===== config.mk =====
export PLATFORM = sky130hd
export DESIGN_NAME = vml_delay
export DESIGN_NICKNAME = d
export VERILOG_FILES = /design/src/rtl/vml_delay.sv
export SDC_FILE = /design/constraint.sdc
export NUM_CORES = 1
export LEC_CHECK = 0
export BUFFER_PORTS_ARGS = -buffer_cell sky130_fd_sc_hd__buf_2
export CAP_MARGIN = 0
export CORE_MARGIN = 4
export CORE_UTILIZATION = 28
export CTS_BUF_LIST = sky130_fd_sc_hd__clkbuf_4
export DETAILED_ROUTE_END_ITERATION = 6
export RECOVER_POWER = 25
export SLEW_MARGIN = 0
export SYNTH_ARGS = -nofsm -noshare
export SYNTH_HDL_FRONTEND = slang
export SYNTH_SLANG_ARGS = --single-unit

===== constraint.sdc =====
create_clock -name clk_i -period 2.03 [get_ports clk_i]
set_input_delay 0.1015 -clock clk_i [delete_from_list [all_inputs] [get_ports clk_i]]
set_output_delay 0.1015 -clock clk_i [all_outputs]
set_load 0.01 [all_outputs]

===== src/rtl/vml_delay.sv =====
// ----------------------------------------------------------------------------
// Delay line
// Shift register that keeps side data aligned with a pipelined unit.
// ----------------------------------------------------------------------------
module vml_delay #(
  parameter int unsigned WIDTH = 8,
  parameter int unsigned DEPTH = 2
) (
  input  logic             clk_i,
  input  logic             rst_ni,
  input  logic             en_i,
  input  logic [WIDTH-1:0] data_i,
  output logic [WIDTH-1:0] data_o
);

  logic [WIDTH-1:0] tap_q [DEPTH];

  always_ff @(posedge clk_i or negedge rst_ni) begin
    if (!rst_ni) begin
      for (int k = 0; k < DEPTH; k++) begin
        tap_q[k] <= '0;
      end
    end else if (en_i) begin
      tap_q[0] <= data_i;
      for (int k = 1; k < DEPTH; k++) begin
        tap_q[k] <= tap_q[k-1];
      end
    end
  end

  assign data_o = tap_q[DEPTH-1];

endmodule


==> impl_summary.md <==
STA
The worst path meets setup with 1100 ps of slack. The clock arrives with between 0.2 and 0.25 ps of skew. Setup repair after global routing left no endpoint under its margin. Static timing analysis puts the maximum clock frequency at approximately 1100 MHz. Dividing the final minimum period by the clock period gives 0.457.

The smallest clock period supported by the final layout is computed as 927 ps. The count of pins over their slew limit is 0. After routing, the total negative slack on setup checks comes to 0 ps.

Setup violations remaining at the end of the flow were counted as 0. The worst pin sits at a relative slew slack of 0.453. The hold violation total from the final report is 0. For the pin with the worst max-slew slack, the measured transition is 820 ps.

Power
Across the VDD grid, the largest voltage drop is slightly below 500 uV. The areal power density over the cells is 851 nW/um^2. Summed over all cells, the static leakage comes to 0.381 nW.

Global route
The number of global-route vias before repair is 369. The global route total overflow is 0. The total global routing track utilization is 0.0662. The global-route wire length before repair is ~1700 um. The number of antenna violations at the first check in global routing is 0. Entering global routing, the biggest net connects 17 pins.

Placed design
The count of port buffers added during placement is 18. The pre-CTS worst setup slack is 1040 ps. The congestion estimate from routability-driven global placement came to 0.611.

Detailed placement finished with a half-perimeter wire length of 719 um.

Setup path
The kind of capture point of the worst setup path is an async pin. The buffer and inverter count on the worst path is 2. Traced cell by cell, the critical path runs through dlygate4sd3_1 -> clkbuf_1. STA classifies the critical path startpoint as a primary input. The worst setup path is of the in -> async kind.

Data on the critical path is required at its endpoint by 2350 ps. The slack of the worst reg-to-reg path is between 1000 and 1500 ps. The maximum single-stage delay on the critical path is 620 ps. The kind of cell with the highest combined delay along the critical path is buffers and inverters.

The biggest fanout along the worst timing path is 16. The slowest stage of the critical path is the clkbuf_1 cell. For the worst setup path, the data arrival time is between 1000 and 1500 ps.

Floorplanning
The effective utilization at floorplan is 0.306. The vertical die dimension is 58.3 um. Pin placement for this block handled 19 I/O pins. The total die area is 3400 um^2. The area of the core is around 2300 um^2. In this run the horizontal extent of the chip is a little under 60 um. The number of placement rows is 17.

Routing
The routed design has 980 um of wire. In this run, the number of DRC markers left after iteration 0 of detailed routing was 3. The via count normalized by instance count is roughly 4.0. The final route contains around 340 vias. The per-cell routed wire length is 11.8 um. The remaining antenna violation count is 0. The first-pass iteration count of the detailed router is 2. After detailed routing, the number of remaining DRC violations is 0.

Clock network
The H-tree depth is 1. CTS saw 16 sinks. The latest clock arrival within the worst-skew pair is 280 ps.

The clock transition at the register clock pins on the worst setup and hold paths after CTS is around 90 ps. The number of clock buffers inserted by TritonCTS is 3. TritonCTS built the clock tree. CTS placed an instance of clkbuf_4 at the clock tree root. The number of buffers on the longest clock path is 2.

Worst hold path
The path type of the worst min-delay path is in -> reg.

Final layout
In the final design database the tool counted 67 nets. The synthesis-to-finish area growth is 9.70%. The final antenna diode count is 0.

The share of final-layout standard cells stronger than drive strength 1 is 0.655.

Outcome
The flow ran to the end, and the final reports show no timing, DRC or antenna violations.

Yosys
The total number of yosys warnings is 0. The count of unique library cells instantiated by Yosys is 6. The post-synth design cell area is around 700 um^2.

The number of standard cells after synthesis is 42. In this run the mean area of a mapped cell was 16.9 um^2. Yosys attributes the largest share of cell area to dfrtp_1, mux2_4, mux2_2.

The sequential fraction of the synthesis area is 0.564. The number of synthesized register bits is 16. The most area-hungry cell type in the Yosys netlist is dfrtp_1. The synthesized net count is 53. The top-area cell type share of the netlist area is 0.564.

Job
Max-cap violations in this run came to 0.
## timing repair
action,CTS,global route
hold buffers,1,0
buffers inserted,0,0
resized for setup,0,0
endpoints found under the hold margin,16,0
## synth_stat cells
cell	count
dfrtp_1	16
mux2_4	10
buf_4	8
mux2_2	6
buf_12	1
buf_6	1
## sequential cells by signal, summed over array words and instances, names as in the netlist
signal  flops
data_o      8
tap_q       8
## metal layers
layer	routed length [um]	global-route usage	vias up	part of all wire
li1	-	-	160	-
met4	9	0.0397	0	0.0092
met2	414	0.0973	13	0.42
met3	65	0.0219	2	0.066
met5	0	0	-	0
met1	491	0.0840	161	0.50
## where the power goes
group	internal [mW]	switching [mW]	total, mW
Sequential	0.358	0.0199	0.378
Combinational	0.0723	0.0459	0.118
Clock	0.0712	0.0952	0.166
Total	0.502	0.161	0.663
## cell usage in the layout, fill, tap and decap left out
cell	synthesis	final
mux2_2	6	6
buf_2	0	17
mux2_4	10	10
clkbuf_4	0	3
clkinv_1	0	1
dfrtp_1	16	16
dlygate4sd3_1	0	1
clkbuf_1	0	1
## stage by stage
step | area (um^2) | cells | hold WS, ps | power (mW) | utilization
floorplan | 709 | 42 | -194 | 0.494 | -
global placement | 743 | 78 | 24.4 | 0.500 | 0.321
detailed placement | 743 | 78 | 31.9 | 0.504 | 0.321
CTS | 779 | 83 | 34.1 | 0.676 | 0.336
global route | 778 | 83 | 36.3 | 0.705 | 0.336
finish | 778 | 83 | 46.2 | 0.663 | 0.336
## logic make-up after synthesis
logic type  share of synthesized area
flops                           0.564
buf+inv                         0.129
mux                             0.307
## final timing paths
kind                             endpoint      start  cells past startpoint
max in group clk_i              data_o[0]  data_o[0]                      1
worst min register to register  data_o[1]   tap_q[9]                      1
min in group asynchronous       data_o[5]     rst_ni                      2
worst min-delay path            tap_q[13]  data_i[5]                      2
worst max-delay path            data_o[6]     rst_ni                      2
worst max register to register  tap_q[14]  tap_q[14]                      1
## layout make-up
type / count / area, um^2
Clock inverter: 1 / 3.75
Sequential cell: 16 / 400
Clock buffer: 3 / 22.5
Tap cell: 28 / 35.0
Fill cell: 227 / 1540
Timing Repair Buffer: 19 / 98.8
Multi-Input combinational cell: 16 / 218
(Power assumes the default switching activity.)
