$ cat config.mk
export PLATFORM = sky130hd
export DESIGN_NAME = vml_mul
export DESIGN_NICKNAME = d
export VERILOG_FILES = /design/src/rtl/vml_mul.sv
export SDC_FILE = /design/constraint.sdc
export NUM_CORES = 2
export LEC_CHECK = 0
export BUFFER_PORTS_ARGS = -buffer_cell sky130_fd_sc_hd__buf_2
export CAP_MARGIN = 10
export CORE_MARGIN = 5
export CORE_UTILIZATION = 50
export CTS_CLUSTER_SIZE = 40
export DETAILED_ROUTE_END_ITERATION = 12
export GPL_TIMING_DRIVEN = 1
export PLACE_DENSITY_LB_ADDON = 0.3
export SETUP_SLACK_MARGIN = 0.1
export SYNTH_ARGS = -nofsm -noshare
export SYNTH_HDL_FRONTEND = slang
export SYNTH_SLANG_ARGS = --single-unit
$ cat constraint.sdc
create_clock -name clk_i -period 18.87 [get_ports clk_i]
set_input_delay 0.9435 -clock clk_i [delete_from_list [all_inputs] [get_ports clk_i]]
set_output_delay 0.9435 -clock clk_i [all_outputs]
set_load 0.1 [all_outputs]
$ cat src/rtl/vml_mul.sv
// ----------------------------------------------------------------------------
// Two-stage multiplier
// Unsigned product built from two registered partial products.
// ----------------------------------------------------------------------------
module vml_mul #(
  parameter int unsigned AW = 32,
  parameter int unsigned BW = 32
) (
  input  logic            clk_i,
  input  logic            en_i,
  input  logic [AW-1:0]   a_i,
  input  logic [BW-1:0]   b_i,
  output logic [AW+BW-1:0] p_o
);

  localparam int unsigned BL = BW / 2;
  localparam int unsigned BH = BW - BL;

  logic [AW+BL-1:0] plo_d, plo_q;
  logic [AW+BH-1:0] phi_d, phi_q;
  logic [AW+BW-1:0] p_d, p_q;

  assign plo_d = {{BL{1'b0}}, a_i} * {{AW{1'b0}}, b_i[BL-1:0]};
  assign phi_d = {{BH{1'b0}}, a_i} * {{AW{1'b0}}, b_i[BW-1:BL]};
  assign p_d   = {phi_q, {BL{1'b0}}} + {{BH{1'b0}}, plo_q};

  always_ff @(posedge clk_i) begin
    if (en_i) begin
      plo_q <= plo_d;
      phi_q <= phi_d;
      p_q   <= p_d;
    end
  end

  assign p_o = p_q;

endmodule

==> summary.txt <==
Floorplanning
  • Die footprint: 83300 µm²
  • Starting Density: 50.3%
  • Die height: 289 µm
  • I/O pin count: 130
  • Rows: 102
  • Chip width: 289 µm
  • Core area: 77200 µm²

Synth
  • Main synth FF type: edfxtp_1
  • Syn_nets: 5325
  • Seq cells post-synth: 160
  • Ys async rst share: 0%
  • Leading area contributor after synthesis: fa_1
  • Synth Cell Area: 38800 µm²
  • Top cells by area, synth: fa_1 43%, edfxtp_1 12%, ha_1 8.8%
  • Gate Count Post-Synth: 4150
  • Yosys cell types: 69
  • Post-synth EDFFs: 160
  • Top cell type's share of synthesized area: 43.2%
  • Post-synthesis sequential area ratio: 12.4%
  • Synthesized area per cell: 9.35 µm²
  • YS warnings: 0

Placement
  • Port Buffers: 129
  • Placed cell areas: 40100 µm²
  • Final HPWL DP: 73300 µm
  • Gpl congestion: 0.874
  • Worst slack at placement: 11050 ps

STA
  • Unrepaired setup endpoints after global routing: no
  • Max Freq: 134 MHz
  • Fin Setup TNS: 0 ps
  • Period utilisation layout: 39.5%
  • Final setup vio count: 0
  • Min Hold Slack: 417 ps
  • Final hold vios: 0
  • Slew headroom: 37.6%
  • Post-layout min period: 7450 ps
  • Final Max Tran Viols: 0
  • Slew of the pin with the lowest slew margin: 936 ps
  • Skew final: 24.3 ps
  • Setup ws final: 11420 ps

Global routing
  • Largest net degree at the start of global routing: 64
  • GR Util All Layers: 24.3%
  • First-pass GRT wire length: 160000 µm
  • Gr ovfl total: 0
  • Vias in the first global route: 30300
  • Initial antenna violation count: 3

Final layout
  • Post-Layout Inst Area: 40700 µm²
  • Nets: 5268
  • Number of fill cells: 7009
  • Area grow syn2layout: 4.80%
  • Layout cells sized above 1: 4.92%

Setup path
  • Most frequent cell on the critical path: fa_1
  • Crit-path cells: buf_2, nand2_1, fa_1, inv_1, fa_1, inv_1, fa_1, inv_1, fa_1, fa_1, inv_1, fa_1, inv_1, ha_1, a21oi_1, o21ai_0, a21oi_1, nor3_1, o21ai_0, a21oi_1, o21ai_0, o21ai_0, a31oi_1, xnor2_1
  • Crit path required time: 19110 ps
  • WP buf/inv: 6
  • Cell family with most CP delay: adder cells
  • R2r setup slk: 15190 ps
  • Worst EP arrival: 7690 ps
  • Worst-path fanout max: 32
  • WP depth: 24
  • Critical path type: in -> reg
  • Reg2reg start: plo_q[16]$_DFFE_PP_
  • Crit path capture type: flop
  • Max incr delay on CP: 590 ps
  • Slowest stage cell, crit path: buf_2
  • Depth of the worst register-to-register path: 13
  • Startpoint types: input pin
  • R2R Path End: p_o[52]$_DFFE_PP_

Clocking
  • Depth of the CTS H-tree: 4
  • CTS tree: done
  • CTS Buffer Depth: 2
  • Post-CTS setup buffers: 0
  • Clock transition at path regs: 90 ps
  • CTS buffer count: 17
  • Resized Gates After CTS: 0
  • Worst-Skew Late Latency: 490 ps
  • Hold_buf cts: 0
  • Root buf cell: clkbuf_16
  • # clock sinks: 160

Hold path
  • Hold Path End: p_o[4]$_DFFE_PP_
  • Worst hold path class: reg -> reg
  • WHS Path Cells: 0
  • Hold path start: plo_q[4]$_DFFE_PP_

Drt
  • Remaining antenna violation count: 0
  • Routed len/inst: 18.7 µm
  • Vias per cell: 5.39
  • Routed via count: 27800
  • DRC violations left: 0
  • WL final: 96200 µm
  • DRT iter0 DRCs: 1580
  • DRT Pass-1 Iters: 6

Run
  • Max-cap violation count: 0

Run status
  • Status: finished clean
==> worst max-delay path by stage <==
stage	start	to	slack, ps
floorplan	b_i[1]	plo_q[32]$_DFFE_PP_	12090
global placement	a_i[16]	phi_q[42]$_DFFE_PP_	11080
detailed placement	a_i[15]	phi_q[42]$_DFFE_PP_	11050
CTS	a_i[15]	phi_q[42]$_DFFE_PP_	11560
global route	a_i[7]	phi_q[47]$_DFFE_PP_	11050
finish	a_i[7]	phi_q[47]$_DFFE_PP_	11420
==> synthesized netlist by cell type, drive strengths merged, types with 3 or more instances <==
library cell / count
and4: 4
xnor2: 78
a21o: 73
buf: 3
nand3: 34
o21bai: 19
or2: 3
nand4: 23
a211oi: 11
nor3: 8
a211o: 3
o31ai: 4
and2: 435
ha: 272
xor2: 54
edfxtp: 160
nand2: 667
nor2b: 5
fa: 837
o21a: 7
and3: 13
a31oi: 18
nor3b: 4
nand2b: 7
o21ai: 65
nor2: 60
a41oi: 4
a221oi: 6
a21oi: 117
clkbuf: 218
o211ai: 10
a311oi: 3
inv: 899
a21boi: 4
==> final cells by class <==
type	instances	area, µm²	share of cell area [%]
Antenna cell	2	5.00	0.0123
Clock buffer	17	425	1.05
Clock inverter	15	199	0.489
Inverter	899	3370	8.30
Multi-Input combinational cell	2870	29800	73.3
Sequential cell	160	4800	11.8
Tap cell	1040	1300	3.20
Timing Repair Buffer	145	772	1.90
==> routing by layer <==
metal  wire length [µm]  vias to the layer above  track usage, %
met5                  0                        -               0
met3               5020                      232            2.79
met2              47800                      899            42.4
met4               4930                        0            10.8
li1                   -                    12300               -
met1              38400                    14300            30.7
==> layout by cell type, fill, tap and decap left out, drive strengths merged, types with 73 or more instances in the layout <==
cell / netlist / layout
fa: 837 / 837
nand2: 667 / 667
and2: 435 / 435
xnor2: 78 / 78
a21o: 73 / 73
ha: 272 / 272
edfxtp: 160 / 160
buf: 3 / 145
inv: 899 / 908
a21oi: 117 / 117
==> sequential cells by signal, indices dropped and copies added (netlist names) <==
register,count
plo_q,48
p_o,64
phi_q,48
==> cell families (layout without fill, tap and decap cells) <==
kind of cell,Yosys count,count (layout),synth area share (%)
other,0,2,0
XOR/XNOR,132,132,2.98
flip-flops,160,160,12.4
AO/OA/AOI/OAI,362,362,6.14
buffers and inverters,1120,1076,10.9
adder cells (fa/ha/maj),1109,1109,51.9
AND/OR/NAND/NOR,1267,1267,15.7
==> per-stage QoR <==
| stage | std cells | utilization [%] |
|---|---|---|
| final | 5148 | 52.7 |
| after global routing | 5147 | 52.7 |
| after CTS | 5146 | 52.7 |
| after detailed placement | 5114 | 51.9 |
| after global placement | 5114 | 51.9 |
| after floorplan | 4150 | - |
Power is left out: the tool's default activity adds up to more than one toggle a clock period on the data nets, which glitch-free logic cannot reach.
