`src/rtl/vml_sqrt.sv`:
```
// ----------------------------------------------------------------------------
// Pipelined integer square root
// One root bit per stage, floor of the root of a 2W-bit radicand.
// ----------------------------------------------------------------------------
module vml_sqrt #(
  parameter int unsigned W = 32
) (
  input  logic           clk_i,
  input  logic           en_i,
  input  logic [2*W-1:0] rad_i,
  output logic [W-1:0]   root_o
);

  logic [2*W-1:0] rad_q  [W];
  logic [W-1:0]   root_q [W];
  logic [W:0]     rem_q  [W];

  for (genvar k = 0; k < W; k++) begin : g_stage
    logic [2*W-1:0] rad;
    logic [W-1:0]   root;
    logic [W:0]     rem;
    logic [W+2:0]   r;
    logic [W+2:0]   trial;
    logic [W+2:0]   diff;
    logic           ge;

    if (k == 0) begin : g_first
      assign rad  = rad_i;
      assign root = '0;
      assign rem  = '0;
    end else begin : g_next
      assign rad  = rad_q[k-1];
      assign root = root_q[k-1];
      assign rem  = rem_q[k-1];
    end

    assign r     = {rem, rad[2*W-1:2*W-2]};
    assign trial = {1'b0, root, 2'b01};
    assign ge    = (r >= trial);
    assign diff  = r - trial;

    always_ff @(posedge clk_i) begin
      if (en_i) begin
        rad_q[k]  <= {rad[2*W-3:0], 2'b00};
        root_q[k] <= {root[W-2:0], ge};
        rem_q[k]  <= ge ? diff[W:0] : r[W:0];
      end
    end
  end

  assign root_o = root_q[W-1];

endmodule

```
`config.mk`:
```
export PLATFORM = sky130hd
export DESIGN_NAME = vml_sqrt
export DESIGN_NICKNAME = d
export VERILOG_FILES = /design/src/rtl/vml_sqrt.sv
export SDC_FILE = /design/constraint.sdc
export NUM_CORES = 2
export LEC_CHECK = 0
export BUFFER_PORTS_ARGS = -buffer_cell sky130_fd_sc_hd__buf_2
export CELL_PAD_IN_SITES_DETAIL_PLACEMENT = 1
export CELL_PAD_IN_SITES_GLOBAL_PLACEMENT = 1
export CORE_UTILIZATION = 32
export DETAILED_ROUTE_END_ITERATION = 8
export GPL_TIMING_DRIVEN = 0
export MAX_ROUTING_LAYER = met4
export PLACE_DENSITY_LB_ADDON = 0.12
export SYNTH_ARGS = -nofsm -noshare
export SYNTH_HDL_FRONTEND = slang
export SYNTH_MEMORY_MAX_BITS = 65536
export SYNTH_SLANG_ARGS = --single-unit
```
`constraint.sdc`:
```
create_clock -name clk_i -period 8.2 [get_ports clk_i]
set_input_delay 0.41 -clock clk_i [delete_from_list [all_inputs] [get_ports clk_i]]
set_output_delay 0.41 -clock clk_i [all_outputs]
set_load 0.005 [all_outputs]
```
==> impl_metrics.ini <==
[run_status]
outcome = completed

[route]
antenna_left = 0
first_pass_iters = 5
vias_per_cell = 4.911
drc = 0
wl_per_cell_um = 19.51
vias = 71800
drtIter0Drc = 3991
wl_um = 285300

[die]
num_io_pins = 98
initial_core_util_pct = 32.22
die_height_um = 606.7
coreArea_um2 = 363100
fp.dieW_um = 606.7
num_rows = 221
die-area_um2 = 368000

[clock_tree]
cts_root_buf = clkbuf_16
clkTransAtPathRegs_ns = 0.06
cts_tree = done
cts_sinks = 2495
cts_setup_buffers = 0
cts_max_level = 5
clock_path_buffers = 4
cts_buffers = 301
ctsResizeCount = 0
insertion_delay_ns = 0.92

[sta]
setup_slack_ns = 3.330
fin_setup_tns_ns = 0
min_period_ns = 4.870
tightest_slew_ns = 1.238
hold_violations = 0
rsz0062_at_grt = false
fmax_mhz = 205.3
finalSetupViolations = 0
hold_slack_ns = 0.2160
slew_violations = 0
skew_ns = 0.04754
post-route-period-util_pct = 59.39
slew_headroom_pct = 16.68

[min_path]
hold_path_class = in -> reg

[global_route]
grt_pass1_wl_um = 442700
gr-total-overflow = 0
track_usage_pct = 15.78
grt_pass1_vias = 75280
antenna_found_initial = 11
grt_max_degree = 177

[worst_setup_path]
cp_slowest_cell = nor2_1
timing.rr.end = rem_q[24][6]
cp-endpoint = rem_q[24][6]
r2r_start = root_q[23][1]
critPathMaxFanout = 10
critPathKind = reg -> reg
worstRegToRegCells = 11
worstSetupStartpoint = root_q[23][1]
cp-start-kind = register
crit_top_cell = a21oi_1
cp.arrival_ns = 5.40
cp.required_ns = 8.73
cp-end-kind = register
slowest_delay_ns = 0.64
regToRegSetupSlack_ns = 3.33
path_cells = inv_1 > ha_1 > a21oi_1 > a211oi_1 > or3_1 > a221o_1 > o311ai_1 > a21oi_1 > nor2_1 > clkbuf_1 > o21ai_0

[layout]
syn2layout_area_growth_pct = 15.04
drive_gt1_share_pct = 7.739
final_cell_mix = 2495 x edfxtp_1, 728 x inv_1, 602 x nand2_1, 570 x a21oi_1, 561 x ha_1
final_nets = 10210
final_common_cell = edfxtp_1

[placement]
portBuffers = 97
pre_cts_ws_ns = 3.354
finalWeightedCongestion = 0.8448
hpwlAfterDp_um = 209000

[synthesis]
netlist_area_um2 = 117000
synth_top_area_cell = edfxtp_1
synth_edf_count = 2495
async_flop_share_pct = 0
synthFlopType = edfxtp_1
avgSynthCellArea_um2 = 12.86
synth_top_area_share_pct = 64.04
synthTopCellsByArea = edfxtp_1 64%, ha_1 6.0%, xor2_1 2.9%
ys_seq_area_share_pct = 64.04
synth.distinct_cells = 101
synthCells = 9099
syn_nets = 9726
ys_seq_elements = 2495
ys_warn_count = 0

[power]
seqPwrFrac_pct = 44.8
switching_share_pct = 29.06
combPwrFrac_pct = 20.1
power_switching_mw = 11.14
p_int_mw = 27.20
leakage_nw = 50.77
power_frac_clock_pct = 35.2
max-vdd-ir-drop_mv = 0.1817
power_density_nw_per_um2 = 284.9

[flow_run]
drv_cap = 0
## sequential cells by signal, indices dropped and copies added (netlist names)
register / count
rad_q: 992
rem_q: 975
root_q: 528
## metrics by stage
| stage | util (%) | area (um^2) | std cells | total power [mW] |
|---|---|---|---|---|
| floorplan | - | 117000 | 9099 | 22.32 |
| global placement | 34.01 | 123500 | 13990 | 26.05 |
| detailed placement | 34.14 | 123900 | 14010 | 25.18 |
| CTS | 37.06 | 134600 | 14610 | 39.07 |
| global route | 37.07 | 134600 | 14620 | 40.42 |
| finish | 37.07 | 134600 | 14620 | 38.34 |
## routing by layer
metal / track usage, % / vias up / part of all wire [%]
met1: 19.71 / 35580 / 45
li1: - / 34760 / -
met4: 5.420 / 0 / 3.4
met2: 26.37 / 960 / 49
met5: - / - / 0
met3: 1.996 / 504 / 3.2
## worst max-delay path: cells and delay by family, from the launching register on
family                     cells  cell delay (ns)
and+or+nand+nor                2             1.04
adders and majority gates      1             0.38
buffers and inverters          2             0.55
DFF                            1             0.52
AOI/OAI and AO/OA              6             1.98
## power by group through the flow
| stage | clock network (mW) | registers (mW) | logic, mW |
|---|---|---|---|
| 6_report | 13.5 | 17.2 | 7.70 |
| 3_5_place_dp | 0 | 17.5 | 7.72 |
| 5_1_grt | 14.5 | 17.3 | 8.63 |
| 4_1_cts | 14.0 | 17.2 | 7.80 |
| 2_1_floorplan | 0 | 16.9 | 5.45 |
| 3_3_place_gp | 0 | 18.5 | 7.58 |
## logic make-up (layout without fill, tap and decap cells)
kind of cell    Yosys count  after routing  share of synthesized area (%)
compound gates         1909           1909                          10.19
xor+xnor                778            778                          5.824
fa+ha+maj               561            561                          6.000
buf+inv                 914           1635                          2.990
flops                  2495           2495                          64.04
mux                      99             99                         0.9379
other cells               1              7                       0.003205
simple gates           2342           2342                          10.02
## Yosys cell counts, types with 20 or more instances
library cell,n
o21ai_0,482
nor2_1,555
nand4_1,95
or2_2,50
o31ai_1,70
xor2_1,394
nand3b_1,28
buf_2,24
o21bai_1,41
nand3_1,146
nor2b_1,84
a21o_1,247
and2_1,42
edfxtp_1,2495
nand2_1,602
o211ai_1,26
xnor2_1,384
a21boi_0,35
a211o_1,23
nor4_1,113
and3_1,63
nor3_1,220
or4_1,57
a211oi_1,45
a31oi_1,59
mux2_2,79
a21oi_1,570
or3_1,89
o2111ai_1,20
nand2b_1,95
ha_1,561
o21a_1,123
inv_1,728
clkbuf_1,135
## area by class of cell
| class | count | area, um^2 |
|---|---|---|
| clock inverter | 185 | 2140 |
| buffer | 182 | 750.7 |
| inverter | 732 | 2748 |
| sequential | 2495 | 74920 |
| tap | 4794 | 5998 |
| antenna | 6 | 15.01 |
| multi-input combinational | 5690 | 38570 |
| timing repair buffer | 181 | 1617 |
| fill | 38140 | 228500 |
| clock buffer | 355 | 7820 |
## worst min-delay path by stage
stage / start / endpoint / slack, ns / cells after the start
after detailed placement: rad_q[9][21] / rad_q[10][23] / 0.41 / 0
after global placement: rad_q[18][44] / rad_q[19][46] / 0.40 / 0
after CTS: rad_i[56] / rad_q[0][56] / 0.1 / 2
after global routing: rad_i[59] / rad_q[0][59] / 0.16 / 2
final: rad_i[61] / rad_q[0][61] / 0.22 / 2
after floorplan: rad_q[9][18] / rad_q[10][20] / 0.40 / 0
## timing repair
action / 4_1_cts / 5_1_grt
hold endpoints to repair: 164 / 0
hold buffers: 66 / 0
endpoints found under the setup margin: 0 / 0
(Power assumes the default switching activity.)
